--- src/hdl/plw_pkg.sv ---
// ----------------------------------------------------------------------------
// plw_pkg
// Shared constants for the pipeline liveness watchdog: field widths,
// register indexes, register reset values and cause codes.
// ----------------------------------------------------------------------------
package plw_pkg;

	localparam int TICK_W    = 32;
	localparam int STACK_W   = 16;
	localparam int CAUSE_W   = 4;
	localparam int CFG_IDX_W = 3;
	localparam int CFG_W     = 32;

	// configuration register indexes
	localparam logic [CFG_IDX_W-1:0] REG_MIN_FREE_HEAP     = 3'd0;
	localparam logic [CFG_IDX_W-1:0] REG_STALL_TIMEOUT     = 3'd1;
	localparam logic [CFG_IDX_W-1:0] REG_SENDER_DEAD_GRACE = 3'd2;
	localparam logic [CFG_IDX_W-1:0] REG_IDLE_DROP_LIMIT   = 3'd3;
	localparam logic [CFG_IDX_W-1:0] REG_ACTIVE_DROP_LIMIT = 3'd4;
	localparam logic [CFG_IDX_W-1:0] REG_MIN_STACK_WORDS   = 3'd5;

	// register reset values
	localparam logic [TICK_W-1:0]  RST_MIN_FREE_HEAP     = 32'd16384;
	localparam logic [TICK_W-1:0]  RST_STALL_TIMEOUT     = 32'd5000;
	localparam logic [TICK_W-1:0]  RST_SENDER_DEAD_GRACE = 32'd3000;
	localparam logic [TICK_W-1:0]  RST_IDLE_DROP_LIMIT   = 32'd200;
	localparam logic [TICK_W-1:0]  RST_ACTIVE_DROP_LIMIT = 32'd500;
	localparam logic [STACK_W-1:0] RST_MIN_STACK_WORDS   = 16'd256;

	// reboot cause codes
	localparam logic [CAUSE_W-1:0] CAUSE_NONE           = 4'd0;
	localparam logic [CAUSE_W-1:0] CAUSE_HEAP           = 4'd1;
	localparam logic [CAUSE_W-1:0] CAUSE_SENDER_DEAD    = 4'd2;
	localparam logic [CAUSE_W-1:0] CAUSE_FULL_STALL     = 4'd3;
	localparam logic [CAUSE_W-1:0] CAUSE_SENDER_STALL   = 4'd4;
	localparam logic [CAUSE_W-1:0] CAUSE_IDLE_TRANSPORT = 4'd5;
	localparam logic [CAUSE_W-1:0] CAUSE_ACTIVE_DROPS   = 4'd6;
	localparam logic [CAUSE_W-1:0] CAUSE_PRODUCER_STALL = 4'd7;
	localparam logic [CAUSE_W-1:0] CAUSE_STACK          = 4'd8;

endpackage

--- src/hdl/pipeline_liveness_watchdog_unit.sv ---
// ----------------------------------------------------------------------------
// pipeline_liveness_watchdog_unit
// Path: a transferred check is held in the check register, then moves to the
// result register, which drives the result outputs.
// Throughput: one check per cycle while the result side does not stall; the check
// and the result register each hold one item; watchdog state moves with it.
// Reset: asynchronous, active low; registers take their default limits and
// all watchdog state clears. No clearing pass is needed.
// ----------------------------------------------------------------------------
// Evaluates one periodic liveness check per item against the stored frame
// baselines, progress ticks and sender-dead timer, and reports the first
// reboot cause together with the warning, grace and clear-drops flags.
// ----------------------------------------------------------------------------
module pipeline_liveness_watchdog_unit (
	input  logic                            clk,
	input  logic                            arst_n,
	// configuration write channel
	input  logic                            cfg_valid,
	output logic                            cfg_ready,
	input  logic [plw_pkg::CFG_IDX_W-1:0]   cfg_index,
	input  logic [plw_pkg::CFG_W-1:0]       cfg_data,
	// check channel
	input  logic                            chk_valid,
	output logic                            chk_stall,
	input  logic [plw_pkg::TICK_W-1:0]      now_tick,
	input  logic [plw_pkg::TICK_W-1:0]      heap_bytes,
	input  logic                            streaming_on,
	input  logic [plw_pkg::TICK_W-1:0]      stream_start_tick,
	input  logic [plw_pkg::TICK_W-1:0]      producer_frames,
	input  logic [plw_pkg::TICK_W-1:0]      sender_frames,
	input  logic [plw_pkg::TICK_W-1:0]      sender_drops,
	input  logic                            handles_lock_ok,
	input  logic                            sender_alive,
	input  logic [plw_pkg::STACK_W-1:0]     lowest_stack_words,
	input  logic                            stack_reading_valid,
	// result channel
	output logic                            res_valid,
	input  logic                            res_stall,
	output logic                            reboot,
	output logic [plw_pkg::CAUSE_W-1:0]     cause,
	output logic                            sender_idle_warning,
	output logic                            in_sender_grace,
	output logic                            clear_drop_count
);
	import plw_pkg::*;

	// configuration registers
	logic [TICK_W-1:0]  min_free_heap_q;
	logic [TICK_W-1:0]  stall_timeout_q;
	logic [TICK_W-1:0]  dead_grace_q;
	logic [TICK_W-1:0]  idle_drop_limit_q;
	logic [TICK_W-1:0]  active_drop_limit_q;
	logic [STACK_W-1:0] min_stack_words_q;

	// check register
	logic               valid_s1;
	logic [TICK_W-1:0]  now_s1;
	logic [TICK_W-1:0]  heap_s1;
	logic               streaming_s1;
	logic [TICK_W-1:0]  start_s1;
	logic [TICK_W-1:0]  prod_s1;
	logic [TICK_W-1:0]  send_s1;
	logic [TICK_W-1:0]  drops_s1;
	logic               lock_s1;
	logic               alive_s1;
	logic [STACK_W-1:0] stack_s1;
	logic               stack_ok_s1;

	// watchdog state
	logic [TICK_W-1:0]  prev_prod_q;
	logic [TICK_W-1:0]  prev_send_q;
	logic [TICK_W-1:0]  prod_prog_q;
	logic [TICK_W-1:0]  send_prog_q;
	logic [TICK_W-1:0]  dead_since_q;
	logic               dead_valid_q;

	// next state and result of the check in the check register
	logic [TICK_W-1:0]  prev_prod_d;
	logic [TICK_W-1:0]  prev_send_d;
	logic [TICK_W-1:0]  prod_prog_d;
	logic [TICK_W-1:0]  send_prog_d;
	logic [TICK_W-1:0]  dead_since_d;
	logic               dead_valid_d;
	logic [CAUSE_W-1:0] cause_c;
	logic               warn_c;
	logic               grace_c;
	logic               clr_c;
	logic               skip_stack_c;

	// shared compare terms
	logic               advance;
	logic               heap_low;
	logic               past_start;
	logic               prod_moved;
	logic               send_moved;
	logic               send_old;
	logic               prod_old;
	logic               dead_expired;
	logic               only_prod;
	logic               idle_send;
	logic [TICK_W-1:0]  dead_age;

	assign cfg_ready = 1'b1;

	// move the check into the result register when it is free or being taken
	assign advance   = valid_s1 && (!res_valid || !res_stall);
	assign chk_stall = valid_s1 && !advance;

	// write configuration registers
	always_ff @(posedge clk or negedge arst_n) begin
		if (!arst_n) begin
			min_free_heap_q     <= RST_MIN_FREE_HEAP;
			stall_timeout_q     <= RST_STALL_TIMEOUT;
			dead_grace_q        <= RST_SENDER_DEAD_GRACE;
			idle_drop_limit_q   <= RST_IDLE_DROP_LIMIT;
			active_drop_limit_q <= RST_ACTIVE_DROP_LIMIT;
			min_stack_words_q   <= RST_MIN_STACK_WORDS;
		end else if (cfg_valid && cfg_ready) begin
			case (cfg_index)
				REG_MIN_FREE_HEAP:     min_free_heap_q     <= cfg_data;
				REG_STALL_TIMEOUT:     stall_timeout_q     <= cfg_data;
				REG_SENDER_DEAD_GRACE: dead_grace_q        <= cfg_data;
				REG_IDLE_DROP_LIMIT:   idle_drop_limit_q   <= cfg_data;
				REG_ACTIVE_DROP_LIMIT: active_drop_limit_q <= cfg_data;
				REG_MIN_STACK_WORDS:   min_stack_words_q   <= cfg_data[STACK_W-1:0];
				default: ;
			endcase
		end
	end

	// capture the check on transfer
	always_ff @(posedge clk or negedge arst_n) begin
		if (!arst_n) begin
			valid_s1 <= 1'b0;
		end else if (!chk_stall) begin
			valid_s1 <= chk_valid;
		end
	end

	always_ff @(posedge clk) begin
		if (chk_valid && !chk_stall) begin
			now_s1       <= now_tick;
			heap_s1      <= heap_bytes;
			streaming_s1 <= streaming_on;
			start_s1     <= stream_start_tick;
			prod_s1      <= producer_frames;
			send_s1      <= sender_frames;
			drops_s1     <= sender_drops;
			lock_s1      <= handles_lock_ok;
			alive_s1     <= sender_alive;
			stack_s1     <= lowest_stack_words;
			stack_ok_s1  <= stack_reading_valid;
		end
	end

	// compare terms; tick differences wrap modulo 2^32
	assign dead_age     = dead_valid_q ? (now_s1 - dead_since_q) : '0;
	assign heap_low     = heap_s1 < min_free_heap_q;
	assign past_start   = (now_s1 - start_s1) >= stall_timeout_q;
	assign prod_moved   = prod_s1 != prev_prod_q;
	assign send_moved   = send_s1 != prev_send_q;
	assign send_old     = (now_s1 - send_prog_q) >= stall_timeout_q;
	assign prod_old     = (now_s1 - prod_prog_q) >= stall_timeout_q;
	assign dead_expired = dead_age > dead_grace_q;
	assign only_prod    = prod_moved && !send_moved;
	assign idle_send    = only_prod && (send_s1 == '0) && send_old;

	// evaluate the check in priority order
	always_comb begin
		cause_c      = CAUSE_NONE;
		warn_c       = 1'b0;
		grace_c      = 1'b0;
		clr_c        = 1'b0;
		skip_stack_c = 1'b0;
		prev_prod_d  = prev_prod_q;
		prev_send_d  = prev_send_q;
		prod_prog_d  = prod_prog_q;
		send_prog_d  = send_prog_q;
		dead_since_d = dead_since_q;
		dead_valid_d = dead_valid_q;

		if (heap_low) begin
			cause_c = CAUSE_HEAP;
		end else if (streaming_s1) begin
			if (past_start) begin
				if (!lock_s1) begin
					// no lock: rebase counts, report nothing
					prev_prod_d  = prod_s1;
					prev_send_d  = send_s1;
					skip_stack_c = 1'b1;
				end else if (!alive_s1) begin
					// sender gone: start or run the grace timer
					skip_stack_c = 1'b1;
					if (!dead_valid_q) begin
						dead_valid_d = 1'b1;
						dead_since_d = now_s1;
					end
					if (dead_expired) begin
						cause_c = CAUSE_SENDER_DEAD;
					end else begin
						prev_prod_d = prod_s1;
						prev_send_d = send_s1;
						grace_c     = 1'b1;
					end
				end else begin
					dead_valid_d = 1'b0;
					dead_since_d = '0;
					if (prod_moved) begin
						prod_prog_d = now_s1;
					end
					if (send_moved) begin
						send_prog_d = now_s1;
					end
					if (!prod_moved && !send_moved) begin
						cause_c = CAUSE_FULL_STALL;
					end else if (only_prod && (send_s1 != '0) && send_old) begin
						cause_c = CAUSE_SENDER_STALL;
					end else if (idle_send && (drops_s1 > idle_drop_limit_q)) begin
						cause_c = CAUSE_IDLE_TRANSPORT;
					end else begin
						if (idle_send) begin
							warn_c      = 1'b1;
							send_prog_d = now_s1;
						end
						if (only_prod && (send_s1 != '0)
								&& (drops_s1 > active_drop_limit_q)) begin
							cause_c = CAUSE_ACTIVE_DROPS;
						end else if (!prod_moved && send_moved && prod_old) begin
							cause_c = CAUSE_PRODUCER_STALL;
						end else begin
							prev_prod_d = prod_s1;
							prev_send_d = send_s1;
						end
					end
				end
			end
		end else begin
			// idle stream: rebase everything and ask for a drop clear
			prev_prod_d  = prod_s1;
			prev_send_d  = send_s1;
			prod_prog_d  = now_s1;
			send_prog_d  = now_s1;
			dead_valid_d = 1'b0;
			dead_since_d = '0;
			clr_c        = 1'b1;
		end

		if ((cause_c == CAUSE_NONE) && !skip_stack_c && stack_ok_s1
				&& (stack_s1 < min_stack_words_q)) begin
			cause_c = CAUSE_STACK;
		end

		// a reboot drops the flags and returns the state to reset
		if (cause_c != CAUSE_NONE) begin
			warn_c       = 1'b0;
			grace_c      = 1'b0;
			clr_c        = 1'b0;
			prev_prod_d  = '0;
			prev_send_d  = '0;
			prod_prog_d  = '0;
			send_prog_d  = '0;
			dead_since_d = '0;
			dead_valid_d = 1'b0;
		end
	end

	// advance watchdog state with the check
	always_ff @(posedge clk or negedge arst_n) begin
		if (!arst_n) begin
			prev_prod_q  <= '0;
			prev_send_q  <= '0;
			prod_prog_q  <= '0;
			send_prog_q  <= '0;
			dead_since_q <= '0;
			dead_valid_q <= 1'b0;
		end else if (advance) begin
			prev_prod_q  <= prev_prod_d;
			prev_send_q  <= prev_send_d;
			prod_prog_q  <= prod_prog_d;
			send_prog_q  <= send_prog_d;
			dead_since_q <= dead_since_d;
			dead_valid_q <= dead_valid_d;
		end
	end

	// result register
	always_ff @(posedge clk or negedge arst_n) begin
		if (!arst_n) begin
			res_valid <= 1'b0;
		end else if (!res_valid || !res_stall) begin
			res_valid <= valid_s1;
		end
	end

	always_ff @(posedge clk) begin
		if (advance) begin
			reboot              <= cause_c != CAUSE_NONE;
			cause               <= cause_c;
			sender_idle_warning <= warn_c;
			in_sender_grace     <= grace_c;
			clear_drop_count    <= clr_c;
		end
	end

	// a reboot leaves the watchdog state at reset
	a_reboot_clears: assert property (@(posedge clk) disable iff (!arst_n)
		advance && (cause_c != CAUSE_NONE)
		|=> !dead_valid_q && (prev_prod_q == '0) && (send_prog_q == '0))
		else $error("watchdog state not cleared after reboot");

	// a shown grace result means the dead timer is running
	a_grace_timer: assert property (@(posedge clk) disable iff (!arst_n)
		res_valid && in_sender_grace |-> dead_valid_q)
		else $error("grace reported without a running dead timer");

	// a reboot result carries no side flags
	a_reboot_flags: assert property (@(posedge clk) disable iff (!arst_n)
		res_valid && reboot
		|-> !sender_idle_warning && !in_sender_grace && !clear_drop_count)
		else $error("reboot result carries side flags");

	// the check side stalls only while a check is held
	a_stall_held: assert property (@(posedge clk) disable iff (!arst_n)
		chk_stall |-> valid_s1 && res_valid)
		else $error("check stalled with nothing held");

endmodule
--- config.mk ---
export PLATFORM = sky130hd
export DESIGN_NAME = pipeline_liveness_watchdog_unit
export DESIGN_NICKNAME = d
export VERILOG_FILES = /design/src/hdl/plw_pkg.sv /design/src/hdl/pipeline_liveness_watchdog_unit.sv
export SDC_FILE = /design/constraint.sdc
export NUM_CORES = 1
export LEC_CHECK = 0
export BUFFER_PORTS_ARGS = -buffer_cell sky130_fd_sc_hd__buf_4
export CORE_MARGIN = 10
export CORE_UTILIZATION = 30
export CTS_CLUSTER_SIZE = 24
export DETAILED_ROUTE_END_ITERATION = 10
export PLACE_DENSITY = 0.47
export SLEW_MARGIN = 40
export SYNTH_ARGS = -nofsm -noshare
export SYNTH_HDL_FRONTEND = slang
export SYNTH_SLANG_ARGS = --single-unit
export TNS_END_PERCENT = 20
--- constraint.sdc ---
create_clock -name clk -period 6.9 [get_ports clk]
set_input_delay 1.38 -clock clk [delete_from_list [all_inputs] [get_ports clk]]
set_output_delay 1.38 -clock clk [all_outputs]
set_load 0.005 [all_outputs]
Yosys cells after proc, flatten, opt, wreduce, memory -nomap -nowiden
Index checks and enable logic that the tools add are counted.
Cells by class
  eq/ne operators: 19
  order comparisons: 8
  bitwise logic cells: 4
  mux-type cells: 75
  reduce and logical (&&, ||, !) cells: 43
  $add $sub $neg: 4
Operator list (number)
  32-bit two-way mux: 50
  32-bit subtractor: 4
  32-bit greater-or-equal comparator: 3
  32-bit greater-than comparator: 3
  32-bit inequality test: 2
  32-bit logical NOT: 1
  32-bit < comparator: 1
  32-bit nonzero test: 1
  5-bit by 4-bit inequality test with 1-bit output (second input constant): 6
  4-bit two-way mux: 6
  1-bit logical AND: 16
  16-bit < comparator: 1
  3-bit two-way mux: 5
  1-bit two-way mux: 13
  3-bit by 1-bit inequality test with 1-bit output (second input constant): 4
  2-bit AND reduction: 6
  5-bit AND reduction: 2
  9-bit AND reduction: 1
  9-bit OR reduction: 1
  1-bit logical NOT: 7
  3-bit by 2-bit == test with 1-bit output (second input constant): 2
  3-bit == test (second input constant): 2
  6-bit AND reduction: 1
  6-bit OR reduction: 1
  11 further kinds: 14
Storage, ports and cells
  output and inout bits: 11
  register bits: 559
  logic and storage cells: 183
  input port bits: 252

Longest topological paths before layout
  word-level depth: 22
  depth in mapped cells: 27
  mapped depth without buffers: 25

Worst setup path after synthesis
No wires, ideal clock.
  path type: input -> register
  start: input port res_stall
  end: register alive_s1 (enable)
  buffers on the path: 0
  setup time: 0.599 ns
  stages: 2
  required time: 6.301 ns
  data arrival time: 6.315 ns
  setup slack: -0.014 ns
  path through: nand3_1 > and2_1
Between the ends
  longest elaborated chain between the ends: 7
RTL lines
  start: declaration: RTL line pipeline_liveness_watchdog_unit.sv:38  | input logic res_stall,
  1-bit logical NOT: RTL line pipeline_liveness_watchdog_unit.sv:106  | assign advance = valid_s1 && (!res_valid || !res_stall);
  1-bit logical OR: RTL line pipeline_liveness_watchdog_unit.sv:106
  1-bit logical AND: RTL line pipeline_liveness_watchdog_unit.sv:106
  1-bit logical NOT: RTL line pipeline_liveness_watchdog_unit.sv:107  | assign chk_stall = valid_s1 && !advance;
  1-bit logical AND: RTL line pipeline_liveness_watchdog_unit.sv:107
  1-bit logical NOT: RTL line pipeline_liveness_watchdog_unit.sv:141  | if (chk_valid && !chk_stall) begin
  1-bit logical AND: RTL line pipeline_liveness_watchdog_unit.sv:141
  end signal: assignment: RTL line pipeline_liveness_watchdog_unit.sv:150  | alive_s1 <= sender_alive;
  end: declaration: RTL line pipeline_liveness_watchdog_unit.sv:65  | logic alive_s1;
Every way passes these cells.
A chain may end at the register's enable or synchronous reset.

Worst setup path in the final report
  start: register now_s1[0]
  end: register prev_send_q[8]
Between the ends
  longest elaborated chain between the ends: 21
  elaborated cells between the ends (all ways): 44
  those cells by class: add/sub: 4; order compare: 4; eq/ne: 8; mux: 17; reduce/logical: 11
RTL lines
  start: declaration: RTL line pipeline_liveness_watchdog_unit.sv:57  | logic [TICK_W-1:0] now_s1;
  start signal: assignment: RTL line pipeline_liveness_watchdog_unit.sv:142  | now_s1 <= now_tick;
  32-bit subtractor: RTL line pipeline_liveness_watchdog_unit.sv:163  | assign prod_old = (now_s1 - prod_prog_q) >= stall_timeout_q;
  32-bit greater-or-equal comparator: RTL line pipeline_liveness_watchdog_unit.sv:163
  1-bit logical AND: RTL line pipeline_liveness_watchdog_unit.sv:228  | end else if (!prod_moved && send_moved && prod_old) begin
  3-bit two-way mux: RTL line pipeline_liveness_watchdog_unit.sv:228
  3-bit two-way mux: RTL line pipeline_liveness_watchdog_unit.sv:225  | if (only_prod && (send_s1 != '0)
  3-bit two-way mux: RTL line pipeline_liveness_watchdog_unit.sv:218  | end else if (idle_send && (drops_s1 > idle_drop_limit_q)) begin
  3-bit two-way mux: RTL line pipeline_liveness_watchdog_unit.sv:216  | end else if (only_prod && (send_s1 != '0) && send_old) begin
  3-bit two-way mux: RTL line pipeline_liveness_watchdog_unit.sv:214  | if (!prod_moved && !send_moved) begin
  [4 not listed]
  4-bit two-way mux: RTL line pipeline_liveness_watchdog_unit.sv:182  | if (heap_low) begin
  4-bit logical NOT: RTL line pipeline_liveness_watchdog_unit.sv:248  | if ((cause_c == CAUSE_NONE) && !skip_stack_c && stack_ok_s1
  1-bit logical AND (2 in a row): RTL line pipeline_liveness_watchdog_unit.sv:248
  1-bit logical AND: RTL line pipeline_liveness_watchdog_unit.sv:249  | && (stack_s1 < min_stack_words_q)) begin
  4-bit two-way mux: RTL line pipeline_liveness_watchdog_unit.sv:248
  4-bit nonzero test: RTL line pipeline_liveness_watchdog_unit.sv:254  | if (cause_c != CAUSE_NONE) begin
  5-bit by 4-bit inequality test with 1-bit output (no source line) (tied with other cells)
  9-bit AND reduction (no source line)
  end signal: assignment: RTL line pipeline_liveness_watchdog_unit.sv:278  | prev_send_q <= prev_send_d;
  end: declaration: RTL line pipeline_liveness_watchdog_unit.sv:71  | logic [TICK_W-1:0] prev_send_q;
Several ways; a longest one is shown, not always the timed one.

==> out/qor.csv <==
stage;metric;value;unit
cells_and_area;drive_above_1_share;16.2;%
timing;layout_min_cycle_time;6500;ps
synthesis;synth.top_cells.by_count;ha_1 (362), inv_1 (334), dfrtp_1 (316);
power_and_ir_drop;p_per_area;323;nW/um^2
global_routing;met2_usage;25.8;%
worst_setup_path;cp_num_buf_inv;4;
routing;vias;22964;
routing;post_drt_wl_per_cell;19.5;um
flow_run;maxCapViolCount;0;
routing;vias_per_cell;4.84;
global_routing;antenna_found_initial;2;
die;dieArea;120000;um^2
die;io_pins;263;
synthesis;yosysWarnings;0;
synthesis;muxShareOfSynthArea;1.83;%
worst_setup_path;startpoint;now_s1[0];
global_routing;met1_usage;19.4;%
worst_setup_path;cp_max_fo;64;
routing;initialDrtViolationCount;1341;
global_routing;grt_pass1_vias;23009;
global_routing;track_usage;15.1;%
synthesis;syn_nets;3591;
synthesis;synth_compound_area_share;16.5;%
die;initial_utilization;30.3;%
worst_hold_path;holdCritStartpoint;valid_s1;
cells_and_area;nets;3909;
timing;setup_violations;0;
die;rows;119;
placement;hpwl;69.5;mm
synthesis;synth_area;31900;um^2
cells_and_area;stdcell_count;4743;
power_and_ir_drop;peakVddDrop;179;uV
synthesis;netlist-cell-type-count;85;
routing;dr.pass1.iters;5;
synthesis;yosys-top-cells-area;dfrtp_1 (25%), edfxtp_1 (21%), ha_1 (14%);
worst_setup_path;r2r_start;now_s1[0];
routing;drtAntennaViolNets;0;
timing;relSlewSlack;45.7;%
clock_tree;cts_buffer_depth;3;
global_routing;grt_overflow;0;
synthesis;yosys.area_share.simple;10.0;%
timing;setup_tns;0;ps
synthesis;synth-seq-area-share;47.3;%
placement;placed_area;35900;um^2
synthesis;synthAdderAreaFrac;14.4;%
die;core;106000;um^2
timing;slew_violations;0;
synthesis;synthArstFlopShare;60.6;%
global_routing;top_usage_layer;met2;
cells_and_area;diodes;0;
clock_tree;hold_buffers;0;
timing;rsz0062_at_grt;false;
worst_setup_path;critPathCaptureType;flip-flop;
clock_tree;clock_sinks;559;
clock_tree;cts_buffers;73;
worst_hold_path;hold_class;flip-flop to flip-flop;
worst_setup_path;cp_data_required_time;7410;ps
routing;drc_errors;0;
placement;port_buffers;261;
worst_setup_path;arrival;7000;ps
clock_tree;htreeDepth;3;
worst_setup_path;path_class;flip-flop to flip-flop;
synthesis;synthDominantCellAreaShare;24.8;%
worst_setup_path;reg2reg_slack;400;ps
power_and_ir_drop;p_leak;0.0168;uW
timing;max_freq;154;MHz
timing;tightest_slew;812;ps
worst_setup_path;startpoint_type;flip-flop;
clock_tree;clock_latency;670;ps
die;die_x;346;um
synthesis;synthCells;2973;
synthesis;synth_edf_count;220;
worst_setup_path;cp_slowest_stage_delay;430;ps
synthesis;synth_xor_area_share;4.69;%
clock_tree;clk_pin_slew_worst_paths;60;ps
synthesis;ys_ff_latch;559;
timing;hold_violations;0;
worst_setup_path;crit_family;compound AO/OA/AOI/OAI gates;
global_routing;grt_max_degree;131;
synthesis;synth_area_per_cell;10.7;um^2
synthesis;yosysTopAreaCell;dfrtp_1;
cells_and_area;fillers;10548;
global_routing;use_met3;2.76;%
global_routing;grt_pass1_wl;141;mm
synthesis;synth_flop_cell;dfrtp_1;
clock_tree;cts_tree;yes;
synthesis;synth_top_family_by_area;compound AO/OA/AOI/OAI gates;
synthesis;yosysMostFrequentCell;ha_1;
die;die_h;346;um
timing;skew;48.2;ps
placement;gp_congestion;0.813;
worst_setup_path;critPathSlowestCell;fa_1;
placement;placed_cells;4607;
cells_and_area;postLayoutCellArea;38500;um^2
timing;min_period_over_period;94.2;%
clock_tree;root_buffer;clkbuf_16;
routing;wl;92.3;mm
cells_and_area;area_growth;20.5;%
run_status;status;completed;
==> placed cells by master (no fill, tap or decap), types with 34 or more instances in the layout <==
cell and count:
clkbuf_16 77, nor3_1 38, xnor2_1 140, mux2_2 52, nor2b_1 34, a21o_1 52, nand3_1 36, edfxtp_1 220
inv_1 334, o21ai_0 219, buf_4 300, nand4_1 62, a21oi_1 153, a22o_1 162, dfrtp_1 316, nor2_1 100
ha_1 362, nand2_1 216
==> logic make-up after synthesis <==
family	count (synthesis)
compound gates	778
xor+xnor	171
fa+ha+maj	366
buf+inv	405
flops	559
mux	52
other cells	1
simple gates	641
==> path summary, 6_finish.rpt <==
check                                        end  cells past startpoint
min in group asynchronous         prev_send_q[7]                      1
hold reg to reg                        res_valid                      1
max in group asynchronous  idle_drop_limit_q[20]                      3
setup / recovery                  prev_send_q[8]                     27
hold / removal                         res_valid                      1
setup reg to reg                  prev_send_q[8]                     27
==> where the power goes <==
part	switching, uW	leakage, uW	internal, uW
registers	304	0.00638	4060
logic	2260	0.00914	1830
clock network	1620	0.00125	2390
total	4180	0.0168	8270
==> stage by stage <==
step           utilization (%)  hold WS [ps]  power (uW)  worst slack, ps
2_1_floorplan                -           457        7250              896
3_3_place_gp              33.9           470        8440              220
3_5_place_dp              34.0           474        8480              152
4_1_cts                   36.4           489       12600             97.1
5_1_grt                   36.5           510       13400             22.9
6_report                  36.5           486       12500              402
==> worst reg2reg max path, stage by stage, from the launching register on <==
cell and delay (ps):
edfxtp_1 380, inv_1 160, ha_1 200, inv_1 60
fa_1 430, a211oi_2 250, o21ai_0 210, nand4_1 200
a21oi_1 130, o41ai_2 390, o21ai_1 180, o41a_1 380
a41o_1 270, o41a_1 320, xor2_1 150, ha_1 310
nand4_1 210, nor4_4 250, a22oi_1 100, and3_1 210
a211o_1 310, o41ai_1 100, o211ai_2 160, o2111ai_2 240
buf_12 200, nor2_4 60, buf_12 170, a22o_1 350
==> routing by layer <==
metal | vias up | share of wire, %
li1 | 11407 | -
met1 | 11055 | 45
met2 | 391 | 49
met3 | 109 | 4.1
met4 | 2 | 2.1
met5 | - | 0.014
==> area by class of cell <==
class / count / area (um^2) / area share (%)
clock buffers: 103 / 2090 / 5.44
flip-flops and latches: 559 / 15100 / 39.3
repair buffers: 314 / 2520 / 6.54
well taps: 1391 / 1740 / 4.52
multi-input cells: 2009 / 15300 / 39.8
clock inverters: 33 / 458 / 1.19
inverters: 334 / 1250 / 3.26
==> what timing repair did <==
| action | 4_1_cts | 5_1_grt |
|---|---|---|
| buffers inserted | 0 | 0 |
| endpoints found under the setup margin | 0 | 164 |
| gates resized for setup | 0 | 15 |
(Power assumes the default switching activity.)
